File: src/rtl/sfl_pkg.sv
// ----------------------------------------------------------------------------
// sfl_pkg
// Shared types and constants for the streaming substring first/last finder.
// ----------------------------------------------------------------------------
`default_nettype none

package sfl_pkg;

	localparam int MAX_PATTERN = 32;
	localparam int MAX_TEXT    = 65536;

	localparam int BYTE_W  = 8;
	localparam int WIN_W   = MAX_PATTERN * BYTE_W;
	localparam int LEN_W   = $clog2(MAX_PATTERN + 1);
	localparam int POS_W   = $clog2(MAX_TEXT + 1);
	localparam int CMP_W   = 32;

	localparam int CFG_DATA_W  = 64;
	localparam int CFG_INDEX_W = 3;
	localparam int PAT_REGS    = 4;
	localparam int PLEN_W      = 6;
	localparam int BOUND_W     = 17;
	localparam int INDEX_W     = 16;

	typedef enum logic [CFG_INDEX_W-1:0] {
		REG_PATTERN_0_7   = 3'd0,
		REG_PATTERN_8_15  = 3'd1,
		REG_PATTERN_16_23 = 3'd2,
		REG_PATTERN_24_31 = 3'd3,
		REG_PATTERN_LEN   = 3'd4,
		REG_SEARCH_MODE   = 3'd5,
		REG_BOUND_INDEX   = 3'd6
	} cfg_reg_t;

	localparam logic MODE_FORWARD = 1'b0;
	localparam logic MODE_REVERSE = 1'b1;

	typedef struct packed {
		logic [PAT_REGS*CFG_DATA_W-1:0] pattern;
		logic [PLEN_W-1:0]              pattern_length;
		logic                           search_mode;
		logic [BOUND_W-1:0]             bound_index;
	} cfg_t;

	typedef struct packed {
		logic [BYTE_W-1:0] text_byte;
		logic              last_byte;
	} in_word_t;

	typedef struct packed {
		logic               found;
		logic [INDEX_W-1:0] match_index;
		logic               status;
	} out_word_t;

endpackage

`default_nettype wire

File: src/rtl/sfl_cfg_regs.sv
// ----------------------------------------------------------------------------
// sfl_cfg_regs
// Configuration register file: pattern bytes, length, mode and bound.
// ----------------------------------------------------------------------------
`default_nettype none

module sfl_cfg_regs
	import sfl_pkg::*;
(
	input  wire logic                   clk,
	input  wire logic                   arst_n,
	input  wire logic                   cfg_valid,
	output logic                        cfg_ready,
	input  wire logic [CFG_INDEX_W-1:0] cfg_index,
	input  wire logic [CFG_DATA_W-1:0]  cfg_data,
	output cfg_t                        cfg
);

	cfg_t cfg_q;

	assign cfg_ready = 1'b1;
	assign cfg       = cfg_q;

	always_ff @(posedge clk or negedge arst_n) begin
		if (!arst_n) begin
			cfg_q <= '0;
		end else if (cfg_valid) begin
			case (cfg_reg_t'(cfg_index))
				REG_PATTERN_0_7:   cfg_q.pattern[0*CFG_DATA_W +: CFG_DATA_W] <= cfg_data;
				REG_PATTERN_8_15:  cfg_q.pattern[1*CFG_DATA_W +: CFG_DATA_W] <= cfg_data;
				REG_PATTERN_16_23: cfg_q.pattern[2*CFG_DATA_W +: CFG_DATA_W] <= cfg_data;
				REG_PATTERN_24_31: cfg_q.pattern[3*CFG_DATA_W +: CFG_DATA_W] <= cfg_data;
				REG_PATTERN_LEN:   cfg_q.pattern_length <= cfg_data[PLEN_W-1:0];
				REG_SEARCH_MODE:   cfg_q.search_mode <= cfg_data[0];
				REG_BOUND_INDEX:   cfg_q.bound_index <= cfg_data[BOUND_W-1:0];
				default: begin
				end
			endcase
		end
	end

endmodule

`default_nettype wire

File: src/rtl/sfl_match.sv
// ----------------------------------------------------------------------------
// sfl_match
// Parallel compare of the byte window against the first len pattern bytes.
// ----------------------------------------------------------------------------
`default_nettype none

module sfl_match
	import sfl_pkg::*;
(
	input  wire logic [WIN_W-1:0] window,
	input  wire logic [WIN_W-1:0] pattern,
	input  wire logic [LEN_W-1:0] len,
	output logic                  hit
);

	logic [WIN_W-1:0]       rev;
	logic [WIN_W-1:0]       aligned;
	logic [LEN_W-1:0]       sh;
	logic [MAX_PATTERN-1:0] ok;

	// The newest byte sits at window byte 0. Reversing the window and shifting
	// it down by the unused depth puts the byte that lines up with pattern
	// byte k at byte k.
	always_comb begin
		for (int k = 0; k < MAX_PATTERN; k++) begin
			rev[k*BYTE_W +: BYTE_W] = window[(MAX_PATTERN-1-k)*BYTE_W +: BYTE_W];
		end
		sh      = LEN_W'(MAX_PATTERN) - len;
		aligned = rev >> {sh, 3'b000};
		for (int k = 0; k < MAX_PATTERN; k++) begin
			ok[k] = (aligned[k*BYTE_W +: BYTE_W] == pattern[k*BYTE_W +: BYTE_W])
				|| (LEN_W'(k) >= len);
		end
		hit = (len != '0) && (&ok);
	end

endmodule

`default_nettype wire

File: src/rtl/substring_first_last_finder.sv
// ----------------------------------------------------------------------------
// substring_first_last_finder
// Streams text bytes and reports the first or last match of a pattern.
// ----------------------------------------------------------------------------
//  channel  | direction | word
//  in       | sink      | text_byte, last_byte
//  out      | source    | found, match_index, status (one per text)
//  cfg      | sink      | register index, 64-bit data
//
// One byte is accepted per cycle unless the input stalls. A byte is held in
// the input register, where the window compare and match bookkeeping take
// place; the final byte of a text loads the result register as it leaves.
// Input stalls only when a result is waiting and the next final byte needs
// the result register. Reset clears the configuration and the stream state.
// ----------------------------------------------------------------------------
`default_nettype none

module substring_first_last_finder
	import sfl_pkg::*;
(
	input  wire logic                   clk,
	input  wire logic                   arst_n,
	input  wire logic                   in_valid,
	output logic                        in_ready,
	input  wire in_word_t               in_data,
	output logic                        out_valid,
	input  wire logic                   out_ready,
	output out_word_t                   out_data,
	input  wire logic                   cfg_valid,
	output logic                        cfg_ready,
	input  wire logic [CFG_INDEX_W-1:0] cfg_index,
	input  wire logic [CFG_DATA_W-1:0]  cfg_data
);

	cfg_t cfg;

	logic              valid_s1;
	in_word_t          word_s1;
	logic [WIN_W-1:0]  win_q;
	logic [POS_W-1:0]  pos_q;
	logic              seen_q;
	logic [INDEX_W-1:0] start_q;
	logic              out_valid_q;
	out_word_t         out_data_q;

	logic              advance;
	logic              text_ok;
	logic [LEN_W-1:0]  len;
	logic [WIN_W-1:0]  win_new;
	logic [POS_W-1:0]  pos_new;
	logic [POS_W-1:0]  start_pos;
	logic              hit;
	logic              take;
	logic              seen_new;
	logic [INDEX_W-1:0] start_new;
	logic              bad;
	out_word_t         result;

	sfl_cfg_regs u_cfg (
		.clk       (clk),
		.arst_n    (arst_n),
		.cfg_valid (cfg_valid),
		.cfg_ready (cfg_ready),
		.cfg_index (cfg_index),
		.cfg_data  (cfg_data),
		.cfg       (cfg)
	);

	sfl_match u_match (
		.window  (win_new),
		.pattern (cfg.pattern[WIN_W-1:0]),
		.len     (len),
		.hit     (hit)
	);

	assign advance   = valid_s1 && (!word_s1.last_byte || !out_valid_q || out_ready);
	assign in_ready  = !valid_s1 || advance;
	assign out_valid = out_valid_q;
	assign out_data  = out_data_q;

	always_comb begin
		if (CMP_W'(cfg.pattern_length) > CMP_W'(MAX_PATTERN)) begin
			len = LEN_W'(MAX_PATTERN);
		end else begin
			len = LEN_W'(cfg.pattern_length);
		end

		text_ok = CMP_W'(pos_q) < CMP_W'(MAX_TEXT);
		if (text_ok) begin
			win_new = {win_q[WIN_W-BYTE_W-1:0], word_s1.text_byte};
			pos_new = pos_q + POS_W'(1);
		end else begin
			win_new = win_q;
			pos_new = pos_q;
		end
		start_pos = pos_new - POS_W'(len);

		take = text_ok && (len != '0) && (CMP_W'(pos_new) >= CMP_W'(len)) && hit;
		seen_new  = seen_q;
		start_new = start_q;
		if (take) begin
			if (cfg.search_mode == MODE_FORWARD) begin
				if (!seen_q && (CMP_W'(start_pos) >= CMP_W'(cfg.bound_index))) begin
					seen_new  = 1'b1;
					start_new = start_pos[INDEX_W-1:0];
				end
			end else begin
				if (CMP_W'(pos_new) <= CMP_W'(cfg.bound_index)) begin
					seen_new  = 1'b1;
					start_new = start_pos[INDEX_W-1:0];
				end
			end
		end

		if (cfg.search_mode == MODE_FORWARD) begin
			bad = CMP_W'(cfg.bound_index) >= CMP_W'(pos_new);
		end else begin
			bad = CMP_W'(cfg.bound_index) > CMP_W'(pos_new);
		end

		if (bad) begin
			result.found       = 1'b0;
			result.match_index = '0;
			result.status      = 1'b1;
		end else begin
			result.found       = seen_new;
			result.match_index = seen_new ? start_new : '0;
			result.status      = 1'b0;
		end
	end

	always_ff @(posedge clk or negedge arst_n) begin
		if (!arst_n) begin
			valid_s1 <= 1'b0;
		end else if (in_valid && in_ready) begin
			valid_s1 <= 1'b1;
		end else if (advance) begin
			valid_s1 <= 1'b0;
		end
	end

	always_ff @(posedge clk) begin
		if (in_valid && in_ready) begin
			word_s1 <= in_data;
		end
	end

	always_ff @(posedge clk or negedge arst_n) begin
		if (!arst_n) begin
			win_q   <= '0;
			pos_q   <= '0;
			seen_q  <= 1'b0;
			start_q <= '0;
		end else if (advance) begin
			win_q <= win_new;
			if (word_s1.last_byte) begin
				pos_q   <= '0;
				seen_q  <= 1'b0;
				start_q <= '0;
			end else begin
				pos_q   <= pos_new;
				seen_q  <= seen_new;
				start_q <= start_new;
			end
		end
	end

	always_ff @(posedge clk or negedge arst_n) begin
		if (!arst_n) begin
			out_valid_q <= 1'b0;
		end else if (advance && word_s1.last_byte) begin
			out_valid_q <= 1'b1;
		end else if (out_ready) begin
			out_valid_q <= 1'b0;
		end
	end

	always_ff @(posedge clk) begin
		if (advance && word_s1.last_byte) begin
			out_data_q <= result;
		end
	end

endmodule

`default_nettype wire

File: config.mk
export PLATFORM = sky130hd
export DESIGN_NAME = substring_first_last_finder
export DESIGN_NICKNAME = d
export VERILOG_FILES = /design/src/rtl/sfl_pkg.sv /design/src/rtl/sfl_cfg_regs.sv /design/src/rtl/sfl_match.sv /design/src/rtl/substring_first_last_finder.sv
export SDC_FILE = /design/constraint.sdc
export NUM_CORES = 2
export LEC_CHECK = 0
export BUFFER_PORTS_ARGS = -buffer_cell sky130_fd_sc_hd__buf_4
export CAP_MARGIN = 20
export CORE_UTILIZATION = 45
export CTS_CLUSTER_SIZE = 8
export DETAILED_ROUTE_END_ITERATION = 6
export PLACE_DENSITY = 0.62
export SYNTH_ARGS = -nofsm -noshare
export SYNTH_HDL_FRONTEND = slang
export SYNTH_SLANG_ARGS = --single-unit
File: constraint.sdc
create_clock -name clk -period 6.7 [get_ports clk]
set_input_delay 0.67 -clock clk [delete_from_list [all_inputs] [get_ports clk]]
set_output_delay 0.67 -clock clk [all_outputs]
set_load 0.1 [all_outputs]
==> impl_metrics.py <==
metrics = {
    "run_status": {
        "status": "complete, but fails checks",
        "violations": "design-rule violations, negative setup slack",
    },
    "critical_path": {
        "critPathMostFrequentCell": "buf_4",
        "cp-start-kind": "register",
        "crit_slowest_cell": "xnor2_4",
        "max_stage_delay_ps": 700,
        "critPathRequiredTime_ps": 7250,
        "cp_top_family": "simple AND/OR/NAND/NOR gates",
        "crit_fanout": 17,
        "path_depth": 17,
        "worst_r2r_path_depth": 17,
        "crit_end": "start_q[12]$_DFFE_PN0P_",
        "crit_buf_inv": 3,
        "r2r-end": "start_q[12]$_DFFE_PN0P_",
        "crit_chain": "nand2b_4 > ha_1 > xnor2_4 > buf_4 > nor2_2 > buf_12 > a221oi_2 > o22ai_1 > nor3_1 > xnor2_1 > or4_1 > or3_1 > o32a_1 > nand4b_2 > buf_4 > a21o_1 > a22o_1",
        "cp-end-kind": "register",
        "path_class": "reg -> reg",
        "r2r-start": "u_cfg.cfg[23]$_DFFE_PN0P_",
        "crit_start": "u_cfg.cfg[23]$_DFFE_PN0P_",
        "worstPathArrival_ps": 7260,
        "rrSetupSlack_ps": -2,
    },
    "logic_synthesis": {
        "synth.avg_cell_area_um2": 9.95,
        "synth_warnings": 0,
        "seq_area_frac_synth": 0.316,
        "ys_ff_latch": 599,
        "synth_ff_type": "dfrtp_1",
        "synth_edf_count": 27,
        "synthTopCellsByCount": "dfrtp_1 (572), mux2_2 (559), mux2i_1 (359)",
        "yosys.area.top_type": "dfrtp_1",
        "synth.area.top_cells": "dfrtp_1 (30%), mux2_2 (13%), mux2i_1 (7.5%)",
        "syn_inst": 4817,
        "yosysTopAreaCellShare": 0.299,
        "synth_most_common_cell": "dfrtp_1",
        "syn_nets": 4942,
        "netlist_area_mm2": 0.0479,
        "ys_types": 98,
        "async_reset_ff_frac": 0.955,
    },
    "placement": {
        "portBuffers": 100,
        "dpl.hpwl_um": 174000,
        "place_area_mm2": 0.0511,
        "place_congestion": 1.13,
    },
    "grt": {
        "met2_usage": 0.575,
        "grt_pass1_wl_um": 318000,
        "grtUsageMet1": 0.558,
        "grt_max_degree": 157,
        "top_usage_layer": "met2",
        "gr-total-overflow": 0,
        "gr-usage-all-layers": 0.412,
        "use_met3": 0.117,
        "antenna_found_initial": 14,
        "grt_pass1_vias": 41876,
    },
    "die": {
        "num_rows": 119,
        "dieArea_mm2": 0.108,
        "io_pins": 102,
        "die_w_um": 328,
        "core_mm2": 0.105,
        "die_h_um": 328,
        "start_util": 0.455,
    },
    "drt": {
        "post-route-drc-count": 40,
        "num_vias": 45195,
        "wl_per_cell_um": 35.9,
        "vias_per_cell": 7.15,
        "first_pass_iters": 7,
        "routed_wl_um": 227000,
        "first_iter_violations": 6410,
        "ant_nets": 0,
    },
    "clocking": {
        "cts_tree": "built",
        "cts.path.max_buffers": 3,
        "cts_made_buffers": 87,
        "clkLatencyLatePin_ps": 730,
        "clockRootBuffer": "clkbuf_16",
        "cts_max_level": 3,
        "cts.sinks": 599,
        "clkTransAtPathRegs_ps": 50,
    },
    "final_layout": {
        "layout.nets": 5021,
        "fillers": 9653,
        "ff_latch_area_mm2": 0.0151,
        "multi_input_area_mm2": 0.0308,
        "drive_gt1_frac": 0.263,
        "fin_area_mm2": 0.0537,
        "synthToLayoutAreaGrowth_pct": 12.1,
    },
    "sta": {
        "tns_ps": -2.90,
        "slew_headroom": 0.0992,
        "setup_viol": 2,
        "period_needed_ps": 6700,
        "fin_ws_ps": -2.21,
        "period_share": 1.00,
        "worstMarginPinSlew_ps": 1350,
        "final-max-slew-violation-count": 0,
        "rsz0062_at_grt": "no",
        "clock_skew_ps": 70.9,
        "clock.fmax_mhz": 149,
        "hold_viol": 0,
    },
    "job": {
        "cap_violations": 0,
    },
    "power_and_ir_drop": {
        "p_total_mw": 29.4,
        "p_per_area_mw_per_mm2": 546,
        "ir_worst_vdd_uv": 263,
        "leakage_nw": 22.1,
    },
    "min_path": {
        "hp-class": "in -> async",
    },
}
-- registers in the layout, indices dropped and copies added (netlist names) --
name	count
seen_q	1
out_data	18
out_valid	1
word_s1	9
u_cfg.cfg	280
pos_q	17
win_q	256
valid_s1	1
start_q	16
-- stage by stage --
stage / util / hold WS [ps] / std cells / setup WS [ps]
after CTS: 0.508 / 48.1 / 6304 / 111
after global routing: 0.509 / 70.9 / 6316 / 45.3
after global placement: 0.485 / 481 / 6188 / 241
after floorplan: - / 374 / 4817 / 195
after detailed placement: 0.485 / 488 / 6188 / 180
final: 0.509 / 19.1 / 6323 / -2.21
-- cell families (layout without fill, tap and decap cells) --
| logic type | after synthesis | in the layout | synth area share |
|---|---|---|---|
| AOI/OAI and AO/OA | 1311 | 1311 | 0.190 |
| and+or+nand+nor | 1146 | 1146 | 0.131 |
| muxes | 1063 | 1063 | 0.274 |
| DFF | 599 | 599 | 0.316 |
| buffers and inverters | 484 | 589 | 0.0456 |
| xor gates and xnor gates | 169 | 170 | 0.0314 |
| adders and majority gates | 44 | 44 | 0.0116 |
| other | 1 | 10 | 0.0000782 |
-- worst register-to-register path, cell delays in order, from the launching register on --
cell and delay (ps):
dfrtp_4 510, nand2b_4 220, ha_1 350, xnor2_4 700, buf_4 390, nor2_2 140
buf_12 220, a221oi_2 520, o22ai_1 140, nor3_1 690, xnor2_1 300, or4_1 510
or3_1 370, o32a_1 350, nand4b_2 230, buf_4 200, a21o_1 380, a22o_1 330
-- cells in the final DEF, fill, tap and decap left out, types with 19 or more instances in the layout --
master | netlist | layout
a2111oi_0 | 60 | 60
a211o_1 | 19 | 19
a211oi_1 | 190 | 188
a21o_1 | 55 | 55
a21oi_1 | 280 | 280
a22o_1 | 34 | 34
a22oi_1 | 53 | 53
a31oi_1 | 53 | 53
and2_1 | 29 | 29
and3_1 | 20 | 20
and3b_1 | 99 | 99
buf_12 | 0 | 27
buf_4 | 27 | 356
clkbuf_16 | 0 | 88
dfrtp_1 | 572 | 569
edfxtp_1 | 27 | 27
ha_1 | 43 | 42
inv_1 | 87 | 85
mux2_2 | 559 | 559
mux2i_1 | 359 | 358
mux4_2 | 145 | 145
nand2_1 | 227 | 226
nand2b_1 | 24 | 23
nand3_1 | 77 | 76
nand4_1 | 35 | 35
nor2_1 | 231 | 226
nor3_1 | 117 | 114
nor3b_1 | 27 | 26
nor4_1 | 107 | 103
o211ai_1 | 28 | 28
o21a_1 | 19 | 19
o21ai_0 | 164 | 162
o221ai_1 | 20 | 20
o22ai_1 | 80 | 80
o31ai_1 | 33 | 33
o32ai_1 | 36 | 35
or2_2 | 34 | 34
or3_1 | 21 | 20
xnor2_1 | 92 | 92
xor2_1 | 75 | 75
-- final cells by class --
type,count,area share
multi-input combinational,3735,0.573
sequential,599,0.282
timing repair buffer,384,0.0601
clock inverter,11,0.00259
tap,1391,0.0324
antenna,9,0.000419
clock buffer,105,0.0426
inverter,89,0.00666
-- how the worst min path moves through the flow --
| stage | startpoint | endpoint | slack (ps) |
|---|---|---|---|
| finish | arst_n | start_q[11]$_DFFE_PN0P_ | 20 |
| global route | arst_n | pos_q[9]$_DFFE_PN0P_ | 70 |
| CTS | arst_n | pos_q[7]$_DFFE_PN0P_ | 50 |
| detailed placement | start_q[5]$_DFFE_PN0P_ | start_q[5]$_DFFE_PN0P_ | 490 |
| global placement | start_q[13]$_DFFE_PN0P_ | start_q[13]$_DFFE_PN0P_ | 480 |
| floorplan | arst_n | out_valid$_DFFE_PN0P_ | 370 |
-- metal layers --
metal,up-vias,part of all wire
met5,-,0.00064
met4,8,0.074
met3,686,0.12
met2,2897,0.40
met1,22629,0.40
li1,18975,-
-- where the power goes --
| part | internal (mW) | switching (mW) |
|---|---|---|
| logic | 6.78 | 12.5 |
| clock network | 2.41 | 1.73 |
| registers | 4.62 | 1.28 |
| total | 13.8 | 15.5 |
-- repair_timing --
| item | CTS | global route |
|---|---|---|
| buffers inserted | 0 | 8 |
| endpoints found under the setup margin | 0 | 33 |
| hold buffers | 0 | 0 |
| gates resized for setup | 0 | 4 |
No activity file was read; power rests on OpenSTA's default activity.
